==> src/laser_vector_byte_parser_core_macros.svh <==
// Assertion helpers for the laser vector byte parser.
// Each macro expects clk_i and rst_ni to exist in the using module.
`ifndef LASER_VECTOR_BYTE_PARSER_CORE_MACROS_SVH
`define LASER_VECTOR_BYTE_PARSER_CORE_MACROS_SVH

// Property checked on every clock edge outside reset.
`define LVBP_ASSERT(label, prop, msg) \
  label: assert property (@(posedge clk_i) disable iff (!rst_ni) (prop)) else $error(msg);

// Antecedent in one cycle implies consequent in the next one.
`define LVBP_ASSERT_NEXT(label, ante, cons, msg) \
  label: assert property (@(posedge clk_i) disable iff (!rst_ni) (ante) |=> (cons)) \
    else $error(msg);

`endif

==> src/lvbp_pkg.sv <==
// ----------------------------------------------------------------------------
// lvbp_pkg
// Shared types of the laser vector byte parser: result item and the bundle
// of results one input byte produces.
// ----------------------------------------------------------------------------
`timescale 1ns / 1ps
`default_nettype none

package lvbp_pkg;

  localparam int unsigned CoordW = 8;

  // One result item
  typedef struct packed {
    logic              kind;      // 0 point, 1 line end
    logic [CoordW-1:0] point_x;
    logic [CoordW-1:0] point_y;
    logic              first_in_line;
    logic              last_of_run;
  } result_t;

  // Results caused by one accepted byte (0, 1 or 2 of them)
  typedef struct packed {
    logic [1:0] cnt;
    result_t    r0;
    result_t    r1;
  } gen_t;

  localparam logic KindPoint   = 1'b0;
  localparam logic KindLineEnd = 1'b1;

  // Line end marker, last flag filled in by the producer
  localparam result_t LineEndRes = '{kind: KindLineEnd, point_x: '0, point_y: '0,
                                     first_in_line: 1'b0, last_of_run: 1'b0};

endpackage

`default_nettype wire

==> src/laser_vector_byte_parser_core.sv <==
// ----------------------------------------------------------------------------
// laser_vector_byte_parser_core
// Laser vector file parser: bytes in, drawn points and line ends out.
// ----------------------------------------------------------------------------
// Usage:
//   Slave stream: one file byte per request; tuser high marks the first byte
//   of a file (low count byte) and restarts the parser, closing an open line.
//   Master stream: one point or line end per request; tlast marks the final
//   result caused by one input byte. A byte may cause zero, one or two results.
//   An accepted byte's results are written into the result queue in order.
//   Throughput: one byte per cycle while s_axis_tready is high; results leave
//   at one per cycle while m_axis_tready is high. The limit is the four-entry
//   result queue, which accepts a byte only with room for two.
//   Receiver stall: results wait in the queue; once it holds more than two,
//   s_axis_tready drops until the receiver takes results again.
//   Reset: the parser waits for a file start, beam off, no line open, and the
//   result queue is empty.
// ----------------------------------------------------------------------------
`timescale 1ns / 1ps
`default_nettype none

`include "laser_vector_byte_parser_core_macros.svh"

module laser_vector_byte_parser_core (
  input  wire logic        clk_i,
  input  wire logic        rst_ni,
  input  wire logic        s_axis_tvalid,
  output logic             s_axis_tready,
  input  wire logic [7:0]  s_axis_tdata,   // [7:0] data_byte
  input  wire logic        s_axis_tuser,   // [0] frame_start
  output logic             m_axis_tvalid,
  input  wire logic        m_axis_tready,
  output logic [23:0]      m_axis_tdata,   // [7:0] point_x, [15:8] point_y,
                                           // [16] first_in_line, rest zero
  output logic             m_axis_tuser,   // [0] kind
  output logic             m_axis_tlast    // last_of_run
);

  import lvbp_pkg::*;

  localparam int unsigned QDepth = 4;

  logic       req_acc;
  logic       pop;
  gen_t       gen;
  result_t    head;
  result_t    queue_q [QDepth];
  logic [1:0] wr_q, wr_d;
  logic [1:0] rd_q, rd_d;
  logic [2:0] count_q, count_d;

  // Input handshake: room for the worst case of two results
  assign s_axis_tready = (count_q <= 3'd2);
  assign req_acc       = s_axis_tvalid && s_axis_tready;
  assign pop           = m_axis_tvalid && m_axis_tready;

  lvbp_parser u_parser (
    .clk_i        (clk_i),
    .rst_ni       (rst_ni),
    .req_valid_i  (req_acc),
    .data_byte_i  (s_axis_tdata),
    .frame_start_i(s_axis_tuser),
    .gen_o        (gen)
  );

  // Result queue pointers
  always_comb begin
    wr_d    = wr_q + gen.cnt;
    rd_d    = rd_q + {1'b0, pop};
    count_d = count_q + {1'b0, gen.cnt} - {2'b00, pop};
  end

  always_ff @(posedge clk_i or negedge rst_ni) begin
    if (!rst_ni) begin
      wr_q    <= '0;
      rd_q    <= '0;
      count_q <= '0;
    end else begin
      wr_q    <= wr_d;
      rd_q    <= rd_d;
      count_q <= count_d;
    end
  end

  // Result queue storage, up to two writes per cycle
  always_ff @(posedge clk_i) begin
    if (gen.cnt != 2'd0) begin
      queue_q[wr_q] <= gen.r0;
    end
    if (gen.cnt == 2'd2) begin
      queue_q[wr_q + 2'd1] <= gen.r1;
    end
  end

  // Output side
  assign head          = queue_q[rd_q];
  assign m_axis_tvalid = (count_q != 3'd0);
  assign m_axis_tdata  = {7'd0, head.first_in_line, head.point_y, head.point_x};
  assign m_axis_tuser  = head.kind;
  assign m_axis_tlast  = head.last_of_run;

  // Checks
  `LVBP_ASSERT(a_count_bound, count_q <= 3'd4, "result queue overflow")
  `LVBP_ASSERT(a_no_gen_unless_acc, (gen.cnt == 2'd0) || req_acc, "result without request")
  `LVBP_ASSERT(a_pair_order, (gen.cnt != 2'd2) || (gen.r1.last_of_run && !gen.r0.last_of_run),
               "two results with wrong last flags")
  `LVBP_ASSERT_NEXT(a_result_shown, gen.cnt != 2'd0, m_axis_tvalid,
                    "queued result not offered")

endmodule

`default_nettype wire

==> src/lvbp_parser.sv <==
// ----------------------------------------------------------------------------
// lvbp_parser
// File byte parser: count, header skip, x/y pairs, beam control and line
// tracking. Produces up to two results for each accepted byte.
// ----------------------------------------------------------------------------
`timescale 1ns / 1ps
`default_nettype none

module lvbp_parser (
  input  wire logic         clk_i,
  input  wire logic         rst_ni,
  input  wire logic         req_valid_i,   // a byte request is taken this cycle
  input  wire logic [7:0]   data_byte_i,
  input  wire logic         frame_start_i,
  output lvbp_pkg::gen_t    gen_o
);

  import lvbp_pkg::*;

  // Parser phase codes
  localparam logic [2:0] PH_IDLE  = 3'd0;
  localparam logic [2:0] PH_CNTHI = 3'd1;
  localparam logic [2:0] PH_HDRA  = 3'd2;
  localparam logic [2:0] PH_HDRB  = 3'd3;
  localparam logic [2:0] PH_PX    = 3'd4;
  localparam logic [2:0] PH_PY    = 3'd5;
  localparam logic [2:0] PH_DONE  = 3'd6;

  logic [2:0]  phase_q, phase_d;
  logic [15:0] pairs_left_q, pairs_left_d;
  logic [7:0]  count_low_q, count_low_d;
  logic [7:0]  x_hold_q, x_hold_d;
  logic        beam_on_q, beam_on_d;
  logic        line_open_q, line_open_d;
  logic [7:0]  last_x_q, last_x_d;
  logic [7:0]  last_y_q, last_y_d;

  // Next state and results
  always_comb begin
    logic [16:0] cnt_inc;
    logic [7:0]  y_inv;
    logic        is_cmd;
    logic        pt_emit;
    logic        end_emit;
    logic        open_v;
    result_t     pt;
    result_t     le;

    phase_d      = phase_q;
    pairs_left_d = pairs_left_q;
    count_low_d  = count_low_q;
    x_hold_d     = x_hold_q;
    beam_on_d    = beam_on_q;
    line_open_d  = line_open_q;
    last_x_d     = last_x_q;
    last_y_d     = last_y_q;
    gen_o        = '0;

    cnt_inc  = {1'b0, data_byte_i, count_low_q} + 17'd1;
    y_inv    = 8'd255 - data_byte_i;
    is_cmd   = (x_hold_q == 8'd255) && (data_byte_i inside {8'd254, 8'd255});
    pt_emit  = 1'b0;
    end_emit = 1'b0;
    open_v   = line_open_q;
    pt       = '{kind: KindPoint, point_x: x_hold_q, point_y: y_inv,
                 first_in_line: !line_open_q, last_of_run: 1'b0};
    le       = LineEndRes;

    if (req_valid_i) begin
      if (frame_start_i) begin
        // restart; close a line left open by the previous file
        if (line_open_q) begin
          le.last_of_run = 1'b1;
          gen_o.cnt      = 2'd1;
          gen_o.r0       = le;
        end
        line_open_d = 1'b0;
        beam_on_d   = 1'b0;
        last_x_d    = '0;
        last_y_d    = '0;
        x_hold_d    = '0;
        count_low_d = data_byte_i;
        phase_d     = PH_CNTHI;
      end else begin
        case (phase_q)
          PH_CNTHI: begin
            pairs_left_d = cnt_inc[16:1];
            phase_d      = PH_HDRA;
          end
          PH_HDRA: phase_d = PH_HDRB;
          PH_HDRB: phase_d = (pairs_left_q == '0) ? PH_DONE : PH_PX;
          PH_PX: begin
            x_hold_d = data_byte_i;
            phase_d  = PH_PY;
          end
          PH_PY: begin
            if (is_cmd) begin
              beam_on_d = (data_byte_i == 8'd255);
            end else if (beam_on_q) begin
              // drop a repeat of the previous point of the same line
              if (!line_open_q || last_x_q != x_hold_q || last_y_q != y_inv) begin
                pt_emit  = 1'b1;
                open_v   = 1'b1;
                last_x_d = x_hold_q;
                last_y_d = y_inv;
              end
            end else if (line_open_q) begin
              end_emit = 1'b1;
              open_v   = 1'b0;
            end
            pairs_left_d = pairs_left_q - 16'd1;
            if (pairs_left_q == 16'd1) begin
              if (open_v) begin
                end_emit = 1'b1;
                open_v   = 1'b0;
              end
              phase_d = PH_DONE;
            end else begin
              phase_d = PH_PX;
            end
            line_open_d = open_v;

            // pack results in order, flag the final one
            le.last_of_run = 1'b1;
            if (pt_emit && end_emit) begin
              gen_o.cnt = 2'd2;
              gen_o.r0  = pt;
              gen_o.r1  = le;
            end else if (pt_emit) begin
              pt.last_of_run = 1'b1;
              gen_o.cnt      = 2'd1;
              gen_o.r0       = pt;
            end else if (end_emit) begin
              gen_o.cnt = 2'd1;
              gen_o.r0  = le;
            end
          end
          default: phase_d = (phase_q == PH_DONE) ? PH_DONE : PH_IDLE;
        endcase
      end
    end
  end

  // State registers
  always_ff @(posedge clk_i or negedge rst_ni) begin
    if (!rst_ni) begin
      phase_q      <= PH_IDLE;
      pairs_left_q <= '0;
      count_low_q  <= '0;
      x_hold_q     <= '0;
      beam_on_q    <= 1'b0;
      line_open_q  <= 1'b0;
      last_x_q     <= '0;
      last_y_q     <= '0;
    end else begin
      phase_q      <= phase_d;
      pairs_left_q <= pairs_left_d;
      count_low_q  <= count_low_d;
      x_hold_q     <= x_hold_d;
      beam_on_q    <= beam_on_d;
      line_open_q  <= line_open_d;
      last_x_q     <= last_x_d;
      last_y_q     <= last_y_d;
    end
  end

endmodule

`default_nettype wire

==> config.mk <==
export PLATFORM = sky130hd
export DESIGN_NAME = laser_vector_byte_parser_core
export DESIGN_NICKNAME = d
export VERILOG_FILES = /design/src/lvbp_pkg.sv /design/src/laser_vector_byte_parser_core.sv /design/src/lvbp_parser.sv
export VERILOG_INCLUDE_DIRS = /design/src /design/src/src
export SDC_FILE = /design/constraint.sdc
export NUM_CORES = 1
export LEC_CHECK = 0
export BUFFER_PORTS_ARGS = -buffer_cell sky130_fd_sc_hd__buf_2
export CAP_MARGIN = 10
export CORE_UTILIZATION = 57
export CTS_BUF_LIST = sky130_fd_sc_hd__clkbuf_2 sky130_fd_sc_hd__clkbuf_4 sky130_fd_sc_hd__clkbuf_8
export CTS_CLUSTER_SIZE = 14
export DETAILED_ROUTE_END_ITERATION = 7
export PLACE_DENSITY = 0.78
export SLEW_MARGIN = 20
export SYNTH_ARGS = -nofsm -noshare
export SYNTH_HDL_FRONTEND = slang
export SYNTH_SLANG_ARGS = --single-unit
==> constraint.sdc <==
create_clock -name clk_i -period 3.35 [get_ports clk_i]
set_clock_uncertainty 0.15 [all_clocks]
set_input_delay 0.5025 -clock clk_i [delete_from_list [all_inputs] [get_ports clk_i]]
set_output_delay 0.5025 -clock clk_i [all_outputs]
set_load 0.005 [all_outputs]
==> impl_results.md <==
- Final Hold Fails: 0
- Critical Path RT: about 3.6 ns
- Vias in the first global route: between 5000 and 6000
- Final worst slack: -0.100 ns
- Yosys warnings: 0
- Failing checks: negative setup slack
- Worst setup path start: u_parser.pairs_left_q[11]
- Routed vias: slightly below 6000
- Syn Std Cell Area: between 6000 and 7000 um^2
- H-tree lvl count: 4
- Most used DFF post-synth: dfxtp_1
- Slew HR: between 20% and 30%
- Height of the chip: about 110 um
- Pwr dens: 583 nW/um^2
- Max Cap Viol: 0
- Worst Max-Slew Pin Slew: 1.12 ns
- RSZ-0062 raised after global routing: yes
- Post-DR vias/cell: around 6.4
- Hpwl dp: roughly 12000 um
- CORE AREA: between 10000 and 15000 um^2
- Worst-Skew Late Latency: 0.45 ns
- Cells on worst reg2reg path: 13
- Largest net degree at the start of global routing: just over 50
- # diodes: 0
- Share of cells above drive strength 1: ~28%
- EDFF count, synth: 8
- Peak supply drop: 0.525 mV
- Initial antenna violation count: 0
- HP Class: in2reg
- DIE WIDTH: 111 um
- FF-to-FF setup slack: -0.10 ns
- Cell area after layout: between 8000 and 9000 um^2
- First-pass GRT wire length: about 29000 um
- Cell count after placement: between 800 and 900
- Overflow after GRT: 0
- Synth Register Bits: 136
- Avg Cell Area, Syn: a little under 10 um^2
- Post-synth cell types: 58
- Crit end category: register
- Syn Inst Count: 679
- Rows: 39
- Leading area contributor after synthesis: dfrtp_1
- Wire per inst: around 20 um
- Post-route setup TNS: -2.49 ns
- Count leader, synth: nand2_1
- Leakage: 3.21 nW
- # nets final: between 700 and 800
- Min Tclk post-route: 3.45 ns
- Clock Root Buffer: clkbuf_8
- Final slew viol count: 0
- P&R area growth vs syn: 20.0%
- Utilization after layout: 70.2%
- Clock tree sinks: about 140
- CP Capture Point: queue_q[3][9]
- Worst setup path class: reg2reg
- Setup WS pre-CTS: -0.148 ns
- Total length of routed wires: approximately 18000 um
- Total CTS buffers: 17
- Final setup vio count: 38
- Port bufs: 33
- Sequential fraction of the synthesis area: 46.2%
- Final Non-Filler Cells: 899
- CTS tree: built
- Placed Area: 7280 um^2
- Initial core utilization: just under 60%
- GRT Total Usage: between 20% and 30%
- # IOs: 41
- Pwr Total: 4.70 mW
- GP Congestion: roughly 0.93
- Final hold slack: roughly 0.15 ns
- FF-to-FF Start: u_parser.pairs_left_q[11]
- Status: complete, but fails checks
- Synth top area share: between 20% and 30%
- Critical Path Start Type: register
- Top cells by count, synth: 77 x nand2_1, 68 x dfxtp_1, 60 x dfrtp_1
- Post-DRT Antenna Nets: 0
- Die area: ~12000 um^2
- Max clock buf depth: 2
- Max Clk Rate: 290 MHz
- Top cells by area, synth: dfrtp_1 22%, dfxtp_1 20%, mux4_2 6.4%
- Initial drt markers: 615
- TritonRoute pass-1 iters: 5
- Final period util: 103%
- Ys async rst share: 44.1%
- Crit Reg-Reg Endpoint: queue_q[3][9]
- Crit-path max FO: 8
- Filler cells: ~810
- DRC Markers: 0
- WP data arrival: ~3.7 ns
- Reg clk slew, reported paths: about 0.08 ns
-- report_power, final --
| group | switching (mW) | internal [mW] | leakage (nW) |
|---|---|---|---|
| logic | 0.662 | 0.573 | 1.64 |
| clock network | 0.699 | 0.583 | 0.191 |
| registers | 0.341 | 1.84 | 1.38 |
-- registers in the layout, summed over array words and instances (netlist names) --
name,flops
count_q,3
queue_q,76
rd_q,2
u_parser.beam_on_q,1
u_parser.count_low_q,8
u_parser.last_x_q,8
u_parser.last_y_q,8
u_parser.line_open_q,1
u_parser.pairs_left_q,16
u_parser.phase_q,3
u_parser.x_hold_q,8
wr_q,2
-- final cells by class --
type | count | area (um^2) | area share [%]
Inverter | 22 | 82.6 | 1.03
Clock inverter | 12 | 106 | 1.32
Multi-Input combinational cell | 473 | 3560 | 44.2
Sequential cell | 136 | 3100 | 38.5
Tap cell | 143 | 179 | 2.22
Clock buffer | 20 | 269 | 3.34
Timing Repair Buffer | 93 | 753 | 9.35
-- layer usage --
| metal | up-vias | track usage, % | part of all wire (%) |
|---|---|---|---|
| li1 | 2627 | - | - |
| met1 | 2901 | 37.3 | 40 |
| met2 | 219 | 50.7 | 52 |
| met3 | 29 | 6.20 | 6.1 |
| met4 | 0 | 10.8 | 1.7 |
| met5 | - | 0 | 0 |
-- kinds of logic (layout without fill, tap and decap cells) --
logic type	Yosys count	in the layout	synth area share (%)
fa+ha+maj	12	12	2.35
flops	136	136	46.2
other cells	1	7	0.0559
simple gates	222	222	16.9
mux	27	27	7.72
xor+xnor	35	35	4.57
buf+inv	76	147	4.94
compound gates	170	170	17.3
-- worst min path at each step --
stage                    start              endpoint  slack (ns)  cells past startpoint
2_1_floorplan           rst_ni            count_q[0]        0.06                      0
3_3_place_gp     queue_q[3][8]         queue_q[3][8]        0.28                      2
3_5_place_dp    queue_q[3][11]        queue_q[3][11]        0.29                      2
4_1_cts        s_axis_tdata[6]  u_parser.last_y_q[6]        0.12                      2
5_1_grt        s_axis_tdata[6]  u_parser.last_y_q[6]        0.15                      2
6_report       s_axis_tdata[6]  u_parser.last_y_q[6]        0.15                      2
-- worst max-delay path: stages (launching register included) --
cell       delay, ns
dfrtp_1         0.39
or4_4           0.57
nor2_4          0.14
and4_4          0.27
o21ai_2         0.06
nand2_2         0.10
ha_4            0.21
or3b_4          0.41
a2111oi_4       0.32
buf_4           0.20
a32oi_4         0.09
clkbuf_16       0.29
nand2_1         0.08
o21ai_1         0.06
-- cell usage in the layout (no fill, tap or decap), types with 3 or more instances in the layout --
cell        n
a21oi_1    17
nor2b_1     3
clkbuf_16   3
nand2_1    50
mux4_2     19
nand4_1    10
a31oi_1     3
or3_1       3
nand3_1    50
a22o_1      8
nor2_1     21
nor3_1      9
and3_1      5
dfrtp_1    60
ha_1       10
a32oi_1     3
xnor2_1    19
conb_1      7
buf_12      5
nor4_1     10
clkbuf_8   19
inv_1      22
o21ai_0    26
clkinv_4    4
and2_1      6
o31ai_1    34
o21ai_2    11
mux2_2      8
o21ai_1    28
buf_2      33
o211ai_1    5
xor2_1     16
dfxtp_1    68
nand2_2    21
edfxtp_1    8
inv_6       6
buf_4      50
nand2_4     6
o2bb2ai_1  16
-- timing repair --
| item | in CTS | in global routing |
|---|---|---|
| cloned | 1 | 3 |
| endpoints found under the setup margin | 38 | 40 |
| gates resized for setup | 6 | 64 |
| hold buffers | 1 | 0 |
| buffers inserted | 5 | 6 |
| endpoints found under the hold margin | 29 | 0 |
| pin swaps | 5 | 26 |
Note: power is estimated with default switching activity, not from simulation.
